### src/sv/ffrd_pkg.sv
package ffrd_pkg;

  // frame store geometry
  localparam int MAX_FRAME_BYTES = 64;
  localparam int ADDR_W = $clog2(MAX_FRAME_BYTES);
  localparam int LEN_W = $clog2(MAX_FRAME_BYTES + 1);

  // link constants
  localparam logic [7:0] TERM_BYTE = 8'hFF;
  localparam logic [1:0] LAST_TERM_COUNT = 2'd2;
  localparam logic [LEN_W-1:0] NUMBER_FRAME_LEN = LEN_W'(5);

  // frame class codes
  localparam logic [2:0] CLS_RETURN  = 3'd0;
  localparam logic [2:0] CLS_TOUCH   = 3'd1;
  localparam logic [2:0] CLS_NUMBER  = 3'd2;
  localparam logic [2:0] CLS_STRING  = 3'd3;
  localparam logic [2:0] CLS_DISCARD = 3'd4;

  // first-byte codes
  localparam logic [7:0] CODE_TOUCH  = 8'h65;
  localparam logic [7:0] CODE_NUMBER = 8'h71;
  localparam logic [7:0] CODE_STRING = 8'h70;

  // command from front to back: a store write or a frame close
  typedef struct packed {
    logic              is_close;
    logic [ADDR_W-1:0] addr;
    logic [7:0]        data;
    logic [LEN_W-1:0]  len;
    logic [2:0]        cls;
    logic [31:0]       num;
    logic              nvalid;
    logic              trunc;
  } cmd_t;

  // back-end drain states
  typedef enum logic [1:0] {
    ST_IDLE,
    ST_READ,
    ST_SHOW
  } drain_state_t;

  // class lookup from the first byte of a frame
  function automatic logic [2:0] class_of(input logic [7:0] code);
    logic [2:0] cls;
    case (code)
      CODE_TOUCH:  cls = CLS_TOUCH;
      CODE_NUMBER: cls = CLS_NUMBER;
      CODE_STRING: cls = CLS_STRING;
      8'h00, 8'h66, 8'h67, 8'h68,
      8'h86, 8'h87, 8'h88, 8'h89,
      8'hFD, 8'hFE, 8'hFF: cls = CLS_DISCARD;
      default:     cls = CLS_RETURN;
    endcase
    return cls;
  endfunction

endpackage

### src/sv/ffrd_front.sv
module ffrd_front (
  input  logic                clk,
  input  logic                rst,
  input  logic                in_valid,
  output logic                in_stall,
  input  logic [7:0]          rx_byte,
  input  logic                q_full,
  output logic                q_push,
  output ffrd_pkg::cmd_t      q_cmd
);

  logic [1:0]                   term_count;
  logic [ffrd_pkg::LEN_W-1:0]   frame_length;
  logic                         overflow_seen;
  logic [2:0]                   cls;
  logic [31:0]                  num;

  logic accept;
  logic is_term;
  logic has_room;
  logic closing;

  assign in_stall = q_full;
  assign accept   = in_valid && !q_full;
  assign is_term  = (rx_byte == ffrd_pkg::TERM_BYTE);
  assign has_room = (frame_length < ffrd_pkg::LEN_W'(ffrd_pkg::MAX_FRAME_BYTES));
  assign closing  = is_term && (term_count == ffrd_pkg::LAST_TERM_COUNT);

  // command to the back end
  always_comb begin
    q_cmd          = '0;
    q_cmd.addr     = frame_length[ffrd_pkg::ADDR_W-1:0];
    q_cmd.data     = rx_byte;
    q_cmd.len      = frame_length;
    q_cmd.cls      = cls;
    q_cmd.num      = num;
    q_cmd.nvalid   = (cls == ffrd_pkg::CLS_NUMBER) &&
                     (frame_length == ffrd_pkg::NUMBER_FRAME_LEN);
    q_cmd.trunc    = overflow_seen;
    q_cmd.is_close = is_term;
    q_push         = 1'b0;
    if (accept) begin
      if (!is_term) begin
        q_push = has_room;
      end else begin
        q_push = closing && (frame_length != '0);
      end
    end
  end

  // frame bookkeeping
  always_ff @(posedge clk) begin
    if (rst) begin
      term_count    <= '0;
      frame_length  <= '0;
      overflow_seen <= 1'b0;
    end else if (accept) begin
      if (!is_term) begin
        if (has_room) begin
          frame_length <= frame_length + 1'b1;
        end else begin
          overflow_seen <= 1'b1;
        end
      end else if (closing) begin
        term_count    <= '0;
        frame_length  <= '0;
        overflow_seen <= 1'b0;
      end else begin
        term_count <= term_count + 1'b1;
      end
    end
  end

  // class and number capture from the leading bytes
  always_ff @(posedge clk) begin
    if (accept && !is_term && has_room) begin
      case (frame_length)
        ffrd_pkg::LEN_W'(0): cls <= ffrd_pkg::class_of(rx_byte);
        ffrd_pkg::LEN_W'(1): num[7:0]   <= rx_byte;
        ffrd_pkg::LEN_W'(2): num[15:8]  <= rx_byte;
        ffrd_pkg::LEN_W'(3): num[23:16] <= rx_byte;
        ffrd_pkg::LEN_W'(4): num[31:24] <= rx_byte;
        default: ;
      endcase
    end
  end

endmodule

### src/sv/ffrd_queue.sv
module ffrd_queue (
  input  logic           clk,
  input  logic           rst,
  input  logic           push,
  input  ffrd_pkg::cmd_t push_cmd,
  output logic           full,
  input  logic           pop,
  output logic           empty,
  output ffrd_pkg::cmd_t head
);

  ffrd_pkg::cmd_t entries [2];
  logic           wr_ptr;
  logic           rd_ptr;
  logic [1:0]     count;

  assign full  = (count == 2'd2);
  assign empty = (count == 2'd0);
  assign head  = entries[rd_ptr];

  // pointers and fill count
  always_ff @(posedge clk) begin
    if (rst) begin
      wr_ptr <= 1'b0;
      rd_ptr <= 1'b0;
      count  <= '0;
    end else begin
      if (push) begin
        wr_ptr <= !wr_ptr;
      end
      if (pop) begin
        rd_ptr <= !rd_ptr;
      end
      case ({push, pop})
        2'b10:   count <= count + 1'b1;
        2'b01:   count <= count - 1'b1;
        default: count <= count;
      endcase
    end
  end

  // entry storage
  always_ff @(posedge clk) begin
    if (push) begin
      entries[wr_ptr] <= push_cmd;
    end
  end

endmodule

### src/sv/ffrd_back.sv
module ffrd_back (
  input  logic                       clk,
  input  logic                       rst,
  input  logic                       q_empty,
  input  ffrd_pkg::cmd_t             q_head,
  output logic                       q_pop,
  output logic                       out_valid,
  input  logic                       out_stall,
  output logic [2:0]                 frame_class,
  output logic [7:0]                 payload_byte,
  output logic [5:0]                 byte_index,
  output logic                       last,
  output logic [31:0]                number_value,
  output logic                       number_valid,
  output logic                       truncated
);

  ffrd_pkg::drain_state_t state;
  ffrd_pkg::drain_state_t state_next;

  logic [7:0]                  frame_store [ffrd_pkg::MAX_FRAME_BYTES];
  logic [7:0]                  rd_data;
  logic [ffrd_pkg::ADDR_W-1:0] idx;
  ffrd_pkg::cmd_t              desc;

  logic is_last;
  logic start;
  logic advance;

  assign is_last = (ffrd_pkg::LEN_W'(idx) == ffrd_pkg::LEN_W'(desc.len - 1'b1));

  // state register
  always_ff @(posedge clk) begin
    if (rst) begin
      state <= ffrd_pkg::ST_IDLE;
    end else begin
      state <= state_next;
    end
  end

  // next state and handshake
  always_comb begin
    state_next = state;
    q_pop      = 1'b0;
    out_valid  = 1'b0;
    start      = 1'b0;
    advance    = 1'b0;
    case (state)
      ffrd_pkg::ST_IDLE: begin
        if (!q_empty) begin
          q_pop = 1'b1;
          if (q_head.is_close) begin
            start      = 1'b1;
            state_next = ffrd_pkg::ST_READ;
          end
        end
      end
      ffrd_pkg::ST_READ: begin
        state_next = ffrd_pkg::ST_SHOW;
      end
      ffrd_pkg::ST_SHOW: begin
        out_valid = 1'b1;
        if (!out_stall) begin
          if (is_last) begin
            state_next = ffrd_pkg::ST_IDLE;
          end else begin
            advance    = 1'b1;
            state_next = ffrd_pkg::ST_READ;
          end
        end
      end
      default: state_next = ffrd_pkg::ST_IDLE;
    endcase
  end

  // frame store write and registered read
  always_ff @(posedge clk) begin
    if (q_pop && !q_head.is_close) begin
      frame_store[q_head.addr] <= q_head.data;
    end
    rd_data <= frame_store[idx];
  end

  // drain index and frame descriptor
  always_ff @(posedge clk) begin
    if (start) begin
      desc <= q_head;
      idx  <= '0;
    end else if (advance) begin
      idx <= idx + 1'b1;
    end
  end

  // result fields
  assign frame_class  = desc.cls;
  assign payload_byte = rd_data;
  assign byte_index   = 6'(idx);
  assign last         = is_last;
  assign number_valid = is_last && desc.nvalid;
  assign number_value = number_valid ? desc.num : 32'd0;
  assign truncated    = desc.trunc;

endmodule

### src/sv/ff_terminated_response_deframer_core.sv
// Display-link response deframer.
// Input channel: one received byte per transaction on rx_byte (in_valid /
// in_stall). A byte other than 0xFF is stored; a 0xFF is counted and the
// third one closes the frame.
// Output channel: one transaction per stored byte of a closed frame (out_valid
// / out_stall), in order, with the frame class, byte index, last flag, the
// 32-bit value of a five-byte number frame on its last byte, and a truncation
// flag. Empty frames give no output.
// Throughput: the front takes one byte per cycle while the two-entry command
// queue has room. The back end drains a closed frame one result at a time
// (registered frame store read, then show); store writes queued behind
// a close wait for the drain, so a long drain backs up into in_stall.
// Output path: with the back end idle, the close is popped from the queue in
// ST_IDLE, the first byte is read in ST_READ, and out_valid rises in ST_SHOW.
// Reset (rst, synchronous): clears terminator count, frame length, overflow
// flag, queue and drain state. The store itself is not cleared.
// A stalled output holds its fields until taken.
module ff_terminated_response_deframer_core (
  input  logic        clk,
  input  logic        rst,
  input  logic        in_valid,
  output logic        in_stall,
  input  logic [7:0]  rx_byte,
  output logic        out_valid,
  input  logic        out_stall,
  output logic [2:0]  frame_class,
  output logic [7:0]  payload_byte,
  output logic [5:0]  byte_index,
  output logic        last,
  output logic [31:0] number_value,
  output logic        number_valid,
  output logic        truncated
);

  logic           q_push;
  logic           q_full;
  logic           q_pop;
  logic           q_empty;
  ffrd_pkg::cmd_t q_cmd;
  ffrd_pkg::cmd_t q_head;

  // byte intake and classification
  ffrd_front u_front (
    .clk      (clk),
    .rst      (rst),
    .in_valid (in_valid),
    .in_stall (in_stall),
    .rx_byte  (rx_byte),
    .q_full   (q_full),
    .q_push   (q_push),
    .q_cmd    (q_cmd)
  );

  // command queue between front and back
  ffrd_queue u_queue (
    .clk      (clk),
    .rst      (rst),
    .push     (q_push),
    .push_cmd (q_cmd),
    .full     (q_full),
    .pop      (q_pop),
    .empty    (q_empty),
    .head     (q_head)
  );

  // frame store and drain
  ffrd_back u_back (
    .clk          (clk),
    .rst          (rst),
    .q_empty      (q_empty),
    .q_head       (q_head),
    .q_pop        (q_pop),
    .out_valid    (out_valid),
    .out_stall    (out_stall),
    .frame_class  (frame_class),
    .payload_byte (payload_byte),
    .byte_index   (byte_index),
    .last         (last),
    .number_value (number_value),
    .number_valid (number_valid),
    .truncated    (truncated)
  );

endmodule

### config.mk
export PLATFORM = sky130hd
export DESIGN_NAME = ff_terminated_response_deframer_core
export DESIGN_NICKNAME = d
export VERILOG_FILES = /design/src/sv/ffrd_pkg.sv /design/src/sv/ffrd_front.sv /design/src/sv/ffrd_queue.sv /design/src/sv/ffrd_back.sv /design/src/sv/ff_terminated_response_deframer_core.sv
export SDC_FILE = /design/constraint.sdc
export NUM_CORES = 1
export LEC_CHECK = 0
export BUFFER_PORTS_ARGS = -buffer_cell sky130_fd_sc_hd__buf_2
export CAP_MARGIN = 0
export CORE_MARGIN = 1.5
export CORE_UTILIZATION = 49
export DETAILED_ROUTE_END_ITERATION = 10
export PLACE_DENSITY = 0.66
export REMOVE_ABC_BUFFERS = 1
export SLEW_MARGIN = 20
export SYNTH_ARGS = -nofsm -noshare
export SYNTH_HDL_FRONTEND = slang
export SYNTH_SLANG_ARGS = --single-unit
### constraint.sdc
create_clock -name clk -period 12.2 [get_ports clk]
set_clock_uncertainty 0.2 [all_clocks]
set_input_delay 1.83 -clock clk [delete_from_list [all_inputs] [get_ports clk]]
set_output_delay 1.83 -clock clk [all_outputs]
set_load 0.02 [all_outputs]
==> results.sh <==
export IMPL_start_util_pct=49.71
export IMPL_multi_input_area_um2=6121
export IMPL_diodes=0
export IMPL_ant_nets=0
export IMPL_vias_per_cell=5.826
export IMPL_netlist_instances=1448
export IMPL_ys_warn_count=0
export IMPL_yosys_area_share_simple_pct=4.474
export IMPL_regArea_um2=21560
export IMPL_start_kind="flip-flop"
export IMPL_post_dp_hpwl_um=35060
export IMPL_ys_flop_type="edfxtp_1"
export IMPL_endpoint_kind="primary output"
export IMPL_synth_edf_count=697
export IMPL_drt_iter0_drc=1336
export IMPL_coreArea_um2=56600
export IMPL_max_vdd_ir_drop_v=0.0001298
export IMPL_period_minus_slack_ps=5093
export IMPL_crit_end="number_value[11]"
export IMPL_rr_worst_depth=5
export IMPL_synth_compound_area_share_pct=3.131
export IMPL_cts_buffers=75
export IMPL_netlist_top_cells_count="edfxtp_1, nor2_1, mux4_2, mux2i_1, mux2_2"
export IMPL_synth_fa_ha_area_share_pct=0.3113
export IMPL_busiest_layer="met2"
export IMPL_tritoncts="built"
export IMPL_synth_top_family_by_area="multiplexers"
export IMPL_ios=66
export IMPL_status="complete, no violations"
export IMPL_syn_area_um2=28140
export IMPL_tightest_slew_ps=1225
export IMPL_clockBufferDepth=3
export IMPL_dieArea_um2=58870
export IMPL_wirelength_um=59020
export IMPL_rsz0062_at_grt="false"
export IMPL_worstPathCellList="xnor2_1 > a211oi_2 > o211ai_2 > nor2_4 > and3_1 > buf_2"
export IMPL_worst_path_buf_inv=1
export IMPL_synthToLayoutAreaGrowth_pct=12.65
export IMPL_overflow=0
export IMPL_clkSinkCount=728
export IMPL_period_share_pct=41.75
export IMPL_clk_latency_ps=610
export IMPL_port_buffers=65
export IMPL_timing_rr_end="u_back.payload_byte[3]$_DFF_P_"
export IMPL_p_leak_nw=10.20
export IMPL_die_width_um=242.6
export IMPL_synth_area_mux_share_pct=13.34
export IMPL_cp_arrival_ps=3060
export IMPL_slew_headroom_pct=16.23
export IMPL_rows=87
export IMPL_grt_max_degree=99
export IMPL_cp_slowest_cell="dfxtp_4"
export IMPL_syn_area_per_cell_um2=19.43
export IMPL_cap_violations=0
export IMPL_yosysTopAreaCell="edfxtp_1"
export IMPL_grt_use_met2_pct=31.55
export IMPL_htree_levels=3
export IMPL_grt_pass1_wl_um=87560
export IMPL_critPathKind="reg -> out"
export IMPL_worst_path_largest_cell_delay_ps=840
export IMPL_r2r_setup_slack_ps=7970
export IMPL_met3_usage_pct=4.721
export IMPL_min_path_type="reg -> reg"
export IMPL_drive_gt1_share_pct=22.40
export IMPL_finalSetupViolations=0
export IMPL_crit_start="u_back.byte_index[0]$_SDFFE_PP0P_"
export IMPL_gp_congestion=0.8186
export IMPL_cts_hold_buffers=0
export IMPL_r2r_start="u_back.byte_index[1]$_SDFFE_PP0P_"
export IMPL_post_cts_buffers=0
export IMPL_grt_use_total_pct=20.22
export IMPL_ys_seq_area_share_pct=76.60
export IMPL_fillers=4213
export IMPL_path_max_fanout=38
export IMPL_power_mw=6.311
export IMPL_synth_async_sr_flop_share_pct=0
export IMPL_synth_distinct_cells=70
export IMPL_antenna_found_initial=0
export IMPL_netlist_area_leader_share_pct=74.39
export IMPL_synth_most_common_cell="edfxtp_1"
export IMPL_vias=13766
export IMPL_hold_viol=0
export IMPL_synth_area_top_cells="edfxtp_1, mux4_2, mux2i_1"
export IMPL_required_ps=10170
export IMPL_clk_pin_slew_ps=60
export IMPL_dieHeight_um=242.6
export IMPL_cts_resized_gates=0
export IMPL_place_area_um2=29190
export IMPL_drc=0
export IMPL_max_freq_mhz=196.3
export IMPL_use_met1_pct=28.10
export IMPL_synthXorXnorAreaFrac_pct=0.3735
export IMPL_cts_root_buffer="clkbuf_16"
export IMPL_p_per_area_nw_per_um2=199.1
export IMPL_grt_pass1_vias=13644
export IMPL_wl_per_cell_um=24.97
export IMPL_final_area_um2=31690
export IMPL_final_nets=1564
export IMPL_cpLargestDelayFamily="flip-flops"
export IMPL_synth_seq_cells=728
export IMPL_path_depth=6
export IMPL_firstDrtPassIters=5
export IMPL_slew_violations=0
export IMPL_fin_setup_tns_ps=0
where the power goes:
group / switching, mW / internal [mW] / leakage, nW
logic: 0.578 / 0.302 / 2.40
clock network: 0.933 / 1.36 / 1.22
registers: 0.0745 / 3.06 / 6.58
total: 1.59 / 4.72 / 10.2
cell families after synthesis:
logic type / after synthesis
AND/OR/NAND/NOR: 253
XOR/XNOR: 12
multiplexers: 236
adder cells (fa/ha/maj): 7
flip-flops: 728
AO/OA/AOI/OAI: 124
buffers and inverters: 88
how the worst min path moves through the flow:
stage	startpoint	endpoint	slack [ps]	cells after the start
after global routing	u_front.num[9]$_DFFE_PP_	u_queue.entries[0][11]$_DFFE_PP_	250	0
after floorplan	u_front.num[8]$_DFFE_PP_	u_queue.entries[0][10]$_DFFE_PP_	220	0
after detailed placement	u_front.num[17]$_DFFE_PP_	u_queue.entries[1][19]$_DFFE_PP_	230	0
after CTS	u_front.num[17]$_DFFE_PP_	u_queue.entries[1][19]$_DFFE_PP_	240	0
after global placement	u_front.num[7]$_DFFE_PP_	u_queue.entries[0][9]$_DFFE_PP_	220	0
final	u_front.num[17]$_DFFE_PP_	u_queue.entries[1][19]$_DFFE_PP_	240	0
metal layers:
| metal | vias up | wire length, um |
|---|---|---|
| li1 | 6065 | - |
| met2 | 499 | 28080 |
| met3 | 114 | 4274 |
| met1 | 7088 | 24860 |
| met4 | 0 | 1797 |
| met5 | - | 0 |
placed cells by master, fill, tap and decap left out, drive strengths merged, types with 31 or more instances in the layout:
cell    instances
mux4          101
buf            84
mux2i          81
nand2          36
edfxtp        697
dfxtp          31
nor2          102
and3           33
clkbuf        103
mux2           54
flip-flops by register name, summed over array words and instances, names as in the netlist, 3 cells and up, named ones only:
register / count
u_back.frame_store: 512
u_front.cls: 3
u_queue.entries: 106
u_back.frame_class: 3
u_back.desc: 40
u_back.byte_index: 6
u_front.num: 32
u_back.payload_byte: 8
u_front.frame_length: 7
through the flow:
step / worst slack [ps] / hold WS [ps] / util (%) / instances
2_1_floorplan: 3008 / 221.5 / - / 1384
3_3_place_gp: 7469 / 222.2 / 51.55 / 2224
3_5_place_dp: 7263 / 229.0 / 51.57 / 2224
4_1_cts: 6671 / 242.5 / 55.98 / 2363
5_1_grt: 6796 / 249.0 / 55.99 / 2363
6_report: 7107 / 242.3 / 55.99 / 2363
layout make-up:
class / count / share of cell area [%]
Inverter: 24 / 0.2842
Clock buffer: 103 / 6.644
Multi-Input combinational cell: 632 / 19.31
Tap cell: 756 / 2.984
Timing Repair Buffer: 84 / 1.516
Clock inverter: 36 / 1.232
Sequential cell: 728 / 68.03
Power figures use the tool's default switching activity.
